[src/rtl/core/suts_pkg.sv]
`timescale 1ns / 1ps
// ----------------------------------------------------------------------------
// suts_pkg
// shared types and codes for the sorted unique insert table
// ----------------------------------------------------------------------------
package suts_pkg;

	localparam int unsigned DATA_W  = 32;
	localparam int unsigned POS_W   = 4;
	localparam int unsigned OUT_W   = 5;

	// command codes
	localparam logic [1:0] MODE_INSERT = 2'd0;
	localparam logic [1:0] MODE_READ   = 2'd1;
	localparam logic [1:0] MODE_CLEAR  = 2'd2;

	// result status codes
	localparam logic [1:0] ST_OK    = 2'd0;
	localparam logic [1:0] ST_DUP   = 2'd1;
	localparam logic [1:0] ST_FULL  = 2'd2;
	localparam logic [1:0] ST_RANGE = 2'd3;

	// what one cell hands to its right neighbor
	typedef struct packed {
		logic                     lt;     // cell holds a valid entry below the value
		logic                     valid;  // cell holds an entry
		logic signed [DATA_W-1:0] entry;
	} suts_link_t;

	// per-cycle control broadcast to every cell
	typedef struct packed {
		logic shift;  // commit an insert
		logic clear;  // drop all entries
	} suts_ctrl_t;

endpackage

[src/rtl/core/suts_cell.sv]
`timescale 1ns / 1ps
// ----------------------------------------------------------------------------
// suts_cell
// one compare-and-shift slot of the sorted table
// ----------------------------------------------------------------------------
module suts_cell (
	input  logic                              clk,
	input  logic                              arst_n,
	input  suts_pkg::suts_ctrl_t              ctrl,
	input  logic signed [suts_pkg::DATA_W-1:0] value,
	input  suts_pkg::suts_link_t              left,
	output suts_pkg::suts_link_t              right,
	output logic                              eq,
	output logic                              boundary
);
	import suts_pkg::*;

	logic                     valid_q;
	logic signed [DATA_W-1:0] entry_q;
	logic                     lt;

	assign lt       = valid_q && (entry_q < value);
	assign eq       = valid_q && (entry_q == value);
	// first slot whose entry is not below the value
	assign boundary = left.lt && !lt;

	assign right.lt    = lt;
	assign right.valid = valid_q;
	assign right.entry = entry_q;

	always_ff @(posedge clk or negedge arst_n) begin
		if (!arst_n) begin
			valid_q <= 1'b0;
		end else if (ctrl.clear) begin
			valid_q <= 1'b0;
		end else if (ctrl.shift) begin
			valid_q <= valid_q | left.valid;
		end
	end

	// smaller entries stay, the boundary slot takes the value, the rest shift right
	always_ff @(posedge clk) begin
		if (ctrl.shift && !lt) begin
			entry_q <= left.lt ? value : left.entry;
		end
	end

endmodule

[src/rtl/core/sorted_unique_insert_table.sv]
`timescale 1ns / 1ps
// ----------------------------------------------------------------------------
// sorted_unique_insert_table
// ascending table of distinct signed values held in a chain of cells
// ----------------------------------------------------------------------------
// usage
//   command channel: drive mode, value and position with start high; a beat
//   is taken at any rising edge where start is high and busy is low. busy
//   stays low, so a command may be given in every cycle.
//   result channel: done is high for exactly one cycle with status, where,
//   entry_value and entry_count; the receiver must take it in that cycle,
//   there is no way to stall it.
// pipeline and throughput
//   the command is registered at the edge it is taken, the cell row compares
//   during the next cycle, and the cells shift and the result register loads
//   at the following edge, where done rises. one command per cycle is
//   sustained; every cell compares against the value in parallel, so the
//   time an insert takes does not grow with capacity.
// reset
//   arst_n clears all valid bits and the count, so the table starts empty.
//   entry storage has no reset and is only read behind a valid bit.
// ----------------------------------------------------------------------------
module sorted_unique_insert_table #(
	parameter int unsigned CAPACITY = 16
) (
	input  logic                                clk,
	input  logic                                arst_n,
	// command channel
	input  logic                                start,
	output logic                                busy,
	input  logic [1:0]                          mode,
	input  logic signed [suts_pkg::DATA_W-1:0]  value,
	input  logic [suts_pkg::POS_W-1:0]          position,
	// result channel
	output logic                                done,
	output logic [1:0]                          status,
	output logic [suts_pkg::OUT_W-1:0]          where,
	output logic signed [suts_pkg::DATA_W-1:0]  entry_value,
	output logic [suts_pkg::OUT_W-1:0]          entry_count
);
	import suts_pkg::*;

	localparam int unsigned CNT_W = $clog2(CAPACITY + 1);

	// command stage
	logic                     cmd_valid_s1;
	logic [1:0]               mode_s1;
	logic signed [DATA_W-1:0] value_s1;
	logic [POS_W-1:0]         position_s1;

	// occupancy
	logic [CNT_W-1:0] count_q;
	logic [CNT_W-1:0] count_next;

	// cell row
	suts_link_t           link [0:CAPACITY];
	logic [CAPACITY-1:0]  eq_vec;
	logic [CAPACITY-1:0]  boundary_vec;
	logic [CAPACITY-1:0]  sel_vec;
	suts_ctrl_t           ctrl;

	// decoded per-command results
	logic                     is_insert;
	logic                     is_read;
	logic                     is_clear;
	logic                     dup;
	logic                     full;
	logic [CNT_W-1:0]         smaller;
	logic                     rd_hit;
	logic signed [DATA_W-1:0] rd_entry;
	logic [1:0]               status_next;
	logic [OUT_W-1:0]         where_next;
	logic signed [DATA_W-1:0] entry_next;

	// the row never blocks, a command can enter every cycle
	assign busy = 1'b0;

	always_ff @(posedge clk or negedge arst_n) begin
		if (!arst_n) begin
			cmd_valid_s1 <= 1'b0;
		end else begin
			cmd_valid_s1 <= start && !busy;
		end
	end

	always_ff @(posedge clk) begin
		if (start && !busy) begin
			mode_s1     <= mode;
			value_s1    <= value;
			position_s1 <= position;
		end
	end

	assign is_insert = cmd_valid_s1 && (mode_s1 == MODE_INSERT);
	assign is_read   = cmd_valid_s1 && (mode_s1 == MODE_READ);
	assign is_clear  = cmd_valid_s1 && (mode_s1 == MODE_CLEAR);

	// left end of the row: acts as a smaller, valid neighbor
	assign link[0].lt    = 1'b1;
	assign link[0].valid = 1'b1;
	assign link[0].entry = '0;

	genvar gi;
	generate
		for (gi = 0; gi < CAPACITY; gi++) begin : g_cell
			assign sel_vec[gi] = (32'(position_s1) == gi);
			suts_cell u_cell (
				.clk      (clk),
				.arst_n   (arst_n),
				.ctrl     (ctrl),
				.value    (value_s1),
				.left     (link[gi]),
				.right    (link[gi+1]),
				.eq       (eq_vec[gi]),
				.boundary (boundary_vec[gi])
			);
		end
	endgenerate

	assign dup  = |eq_vec;
	// last cell occupied means count has reached capacity
	assign full = link[CAPACITY].valid;

	assign ctrl.shift = is_insert && !dup && !full;
	assign ctrl.clear = is_clear;

	// insert position: index of the one boundary cell, or capacity when every
	// stored entry is smaller; read data: or of the selected cell
	always_comb begin
		smaller  = link[CAPACITY].lt ? CNT_W'(CAPACITY) : '0;
		rd_hit   = 1'b0;
		rd_entry = '0;
		for (int i = 0; i < CAPACITY; i++) begin
			if (boundary_vec[i]) begin
				smaller = smaller | CNT_W'(i);
			end
			if (sel_vec[i]) begin
				rd_hit   = rd_hit | link[i+1].valid;
				rd_entry = rd_entry | link[i+1].entry;
			end
		end
	end

	always_comb begin
		count_next = count_q;
		if (ctrl.clear) begin
			count_next = '0;
		end else if (ctrl.shift) begin
			count_next = count_q + CNT_W'(1);
		end
	end

	always_ff @(posedge clk or negedge arst_n) begin
		if (!arst_n) begin
			count_q <= '0;
		end else begin
			count_q <= count_next;
		end
	end

	// result fields; where and count wrap to the port width
	always_comb begin
		status_next = ST_OK;
		where_next  = '0;
		entry_next  = '0;
		if (is_insert) begin
			where_next = OUT_W'({{OUT_W{1'b0}}, smaller});
			if (dup) begin
				status_next = ST_DUP;
			end else if (full) begin
				status_next = ST_FULL;
			end
		end else if (is_read) begin
			where_next = OUT_W'(position_s1);
			if (rd_hit) begin
				entry_next = rd_entry;
			end else begin
				status_next = ST_RANGE;
			end
		end
	end

	always_ff @(posedge clk or negedge arst_n) begin
		if (!arst_n) begin
			done <= 1'b0;
		end else begin
			done <= cmd_valid_s1;
		end
	end

	always_ff @(posedge clk) begin
		if (cmd_valid_s1) begin
			status      <= status_next;
			where       <= where_next;
			entry_value <= entry_next;
			entry_count <= OUT_W'({{OUT_W{1'b0}}, count_next});
		end
	end

endmodule
[config.mk]
export PLATFORM = sky130hd
export DESIGN_NAME = sorted_unique_insert_table
export DESIGN_NICKNAME = d
export VERILOG_FILES = /design/src/rtl/core/suts_pkg.sv /design/src/rtl/core/suts_cell.sv /design/src/rtl/core/sorted_unique_insert_table.sv
export SDC_FILE = /design/constraint.sdc
export NUM_CORES = 2
export LEC_CHECK = 0
export ABC_AREA = 1
export BUFFER_PORTS_ARGS = -buffer_cell sky130_fd_sc_hd__buf_4
export CAP_MARGIN = 20
export CORE_MARGIN = 2
export CORE_UTILIZATION = 25
export CTS_BUF_LIST = sky130_fd_sc_hd__clkbuf_8
export DETAILED_ROUTE_END_ITERATION = 12
export PLACE_DENSITY_LB_ADDON = 0.08
export SYNTH_ARGS = -nofsm -noshare
export SYNTH_HDL_FRONTEND = slang
export SYNTH_SLANG_ARGS = --single-unit
[constraint.sdc]
create_clock -name clk -period 4.1 [get_ports clk]
set_clock_uncertainty 0.1 [all_clocks]
set_input_delay 1.23 -clock clk [delete_from_list [all_inputs] [get_ports clk]]
set_output_delay 1.23 -clock clk [all_outputs]
set_load 0.05 [all_outputs]
==> results.py <==
metrics = {
    "pwr": {
        "netSwitchingPower_mw": 8.24,
        "switching_share": 0.379,
        "pwr-share-clk": 0.297,
        "power_frac_comb": 0.292,
        "vdd_drop_max_mv": 0.332,
        "leakage_nw": 20.0,
        "internal-power_mw": 13.5,
        "p_seq_frac": 0.410,
        "finalPower_mw": 21.8,
        "power_density_mw_per_mm2": 459,
    },
    "die": {
        "die_w_microns": 403,
        "start_util": 0.251,
        "die_y_microns": 403,
        "rows": 146,
        "ios": 87,
        "die_area_sq_mm": 0.162,
        "core-area_sq_mm": 0.158,
    },
    "setup_path": {
        "reg2reg_depth": 16,
        "end_kind": "flip-flop",
        "path_buf_inv": 4,
        "worstPathArrival_ns": 4.55,
        "cpMaxStageDelayCell": "nor3_1",
        "r2r_start": "value_s1[15]$_DFFE_PP_",
        "r2r_end": "g_cell[4].u_cell.valid_q$_DFFE_PN0P_",
        "required_ns": 4.73,
        "cpPeakStageDelay_ns": 0.74,
        "path_max_fanout": 28,
        "path_common_cell": "nand2_1",
        "critPathTopFamily": "simple AND/OR/NAND/NOR gates",
        "startpoint_type": "flip-flop",
        "crit_type": "reg -> reg",
        "cp_cell_sequence": "inv_1 -> buf_12 -> ha_1 -> nand2_1 -> nor3_1 -> nand3_1 -> nand2_1 -> nor2_1 -> nand2_1 -> nor2_4 -> nand3_4 -> buf_12 -> buf_4 -> nand2_4 -> nand2_1 -> o21ai_2",
        "rrSetupSlack_ns": 0.18,
    },
    "clocking": {
        "numCtsBuffers": 133,
        "cts_hold_buffers": 0,
        "cts_tree": "done",
        "htreeDepth": 4,
        "clkLatencyLatePin_ns": 0.88,
        "clock-sinks": 617,
        "post_cts_buffers": 0,
        "cts_root_buf": "clkbuf_8",
        "path_clk_slew_ns": 0.06,
        "cts_buffer_depth": 3,
    },
    "synth": {
        "synth_top_area_frac": 0.448,
        "post-synth-top-count-cell": "nand2_1",
        "synth_flop_cell": "edfxtp_1",
        "synth_top_cell_by_area": "edfxtp_1",
        "ys_seq_elements": 617,
        "synth_area_sq_mm": 0.0398,
        "synth.top_cells.by_area": "edfxtp_1 45%, ha_1 16%, nand2_1 11%",
        "synth-edff-count": 594,
        "ys_async_sr_fraction": 0.0373,
        "ys_types": 50,
        "ys_seq_area_frac": 0.463,
        "synth_nets": 4851,
        "netlist_instances": 4297,
        "netlist_top_cells_count": "1201 x nand2_1, 594 x edfxtp_1, 548 x o21ai_0, 513 x ha_1, 278 x a21oi_1",
        "synth.avg_cell_area_sq_um": 9.26,
        "yosys_warnings": 0,
    },
    "routing": {
        "routedWlPerCell_microns": 24.7,
        "drt_iter0_markers": 2922,
        "dr.pass1.iters": 5,
        "antenna_left": 0,
        "wirelength_microns": 167000,
        "vias": 33100,
        "viasPerCell": 4.91,
        "remaining_drc_errors": 0,
    },
    "outcome": {
        "run_status": "finished, final reports clean",
    },
    "global_routing": {
        "first_global_vias": 31800,
        "grt_usage": 0.203,
        "overflow": 0,
        "grt_max_degree": 65,
        "antenna_found_initial": 3,
        "grt_pass1_wl_microns": 235000,
    },
    "hold_path": {
        "hold_path_class": "in -> async",
    },
    "sta": {
        "setup-violations-final": 0,
        "slew_headroom": 0.282,
        "timing_hold_violations_final": 0,
        "final_max_slew_viol_count": 0,
        "period_share": 0.956,
        "rsz0062_at_grt": "false",
        "tightest_slew_ns": 1.07,
        "final.min_clock_period_ns": 3.92,
        "max_freq_mhz": 255,
    },
    "placed_design": {
        "place_inst": 6506,
        "port_buffers": 85,
        "dp_hpwl_microns": 129000,
        "placed_area_sq_mm": 0.0449,
        "gp_congestion": 0.870,
    },
    "final_layout": {
        "post-route-util": 0.300,
        "final_cells": 6749,
        "syn_to_final_growth_pct": 19.1,
        "fin_nets": 5128,
        "design_area_sq_mm": 0.0474,
        "drive_gt1_frac": 0.125,
    },
    "run": {
        "maxCapViolCount": 0,
    },
}
-- repair_timing --
item                                    CTS  global route
endpoints found under the setup margin  192           101
gates resized for setup                   5             4
pin swaps                                 0             3
cloned                                    3             2
-- routing by layer --
| layer | vias up | wire [microns] | track usage |
|---|---|---|---|
| met2 | 964 | 72000 | 0.306 |
| met5 | - | 0 | 0 |
| met1 | 16000 | 80500 | 0.293 |
| met3 | 159 | 10700 | 0.0433 |
| li1 | 16000 | - | - |
| met4 | 0 | 3550 | 0.0526 |
-- worst max-delay path by stage --
| stage | start | end | slack [ns] | cells after the start |
|---|---|---|---|---|
| 2_1_floorplan | value_s1[31]$_DFFE_PP_ | g_cell[3].u_cell.entry_q[0]$_DFFE_PP_ | -0.32 | 14 |
| 3_3_place_gp | value_s1[31]$_DFFE_PP_ | g_cell[11].u_cell.entry_q[12]$_DFFE_PP_ | -0.14 | 17 |
| 6_report | value_s1[15]$_DFFE_PP_ | g_cell[4].u_cell.valid_q$_DFFE_PN0P_ | 0.18 | 16 |
| 5_1_grt | value_s1[31]$_DFFE_PP_ | g_cell[13].u_cell.valid_q$_DFFE_PN0P_ | 0.004 | 20 |
| 3_5_place_dp | value_s1[31]$_DFFE_PP_ | g_cell[0].u_cell.entry_q[14]$_DFFE_PP_ | -0.14 | 17 |
| 4_1_cts | value_s1[31]$_DFFE_PP_ | g_cell[6].u_cell.entry_q[11]$_DFFE_PP_ | 0.008 | 17 |
-- placed cells by master, fill, tap and decap left out, types with 64 or more instances in the layout --
cell	instances
nor2_1	172
a21oi_1	278
edfxtp_1	594
nand3_1	71
a22o_1	64
inv_1	309
clkbuf_8	144
o21ai_0	548
a221oi_1	105
ha_1	513
nand2_1	1201
buf_4	273
-- power groups by stage --
stage	sequential (mW)	clock [mW]	combinational, mW
after floorplan	8.71	0	4.04
after global placement	9.05	0	6.31
after detailed placement	9.05	0	6.36
after CTS	8.92	6.77	6.42
after global routing	9.00	7.01	7.27
final	8.94	6.47	6.36
-- area by class of cell --
cell class / instances / area, sq um
antenna: 2 / 5.00
clock buffer: 144 / 1980
clock inverter: 92 / 449
fill: 16600 / 111000
inverter: 269 / 1010
multi-input combinational: 3224 / 19800
sequential: 617 / 18400
tap: 2072 / 2590
timing repair buffer: 329 / 3170
-- worst register-to-register path, delay by kind of cell, from the launching register on --
| family | cells | cell delay, ns |
|---|---|---|
| and+or+nand+nor | 10 | 2.28 |
| buffers and inverters | 4 | 0.67 |
| DFF | 1 | 0.37 |
| adders and majority gates | 1 | 0.30 |
| AOI/OAI and AO/OA | 1 | 0.06 |
-- sequential cells by signal, summed over array words and instances, names as in the netlist --
register,flops
entry_value,32
cmd_valid_s1,1
entry_count,5
value_s1,32
g_cell.u_cell.entry_q,512
done,1
mode_s1,2
status,2
where,5
count_q,5
g_cell.u_cell.valid_q,16
position_s1,4
-- per-stage QoR --
step	setup TNS [ns]	worst slack, ns	hold WS (ns)
floorplan	-124.23	-0.324	0.326
global placement	-8.77	-0.140	0.330
detailed placement	-17.08	-0.142	0.334
CTS	0	0.00762	0.108
global route	0	0.00399	0.170
finish	0	0.179	0.205
-- kinds of logic after synthesis --
logic type               count (synthesis)  share of synthesized area
AO/OA/AOI/OAI                         1110                      0.165
XOR/XNOR                                 3                   0.000661
adder cells (fa/ha/maj)                513                      0.161
buffers and inverters                  461                     0.0477
flip-flops                             617                      0.463
other                                    1                  0.0000943
AND/OR/NAND/NOR                       1592                      0.163
Note: power is estimated with default switching activity, not from simulation.
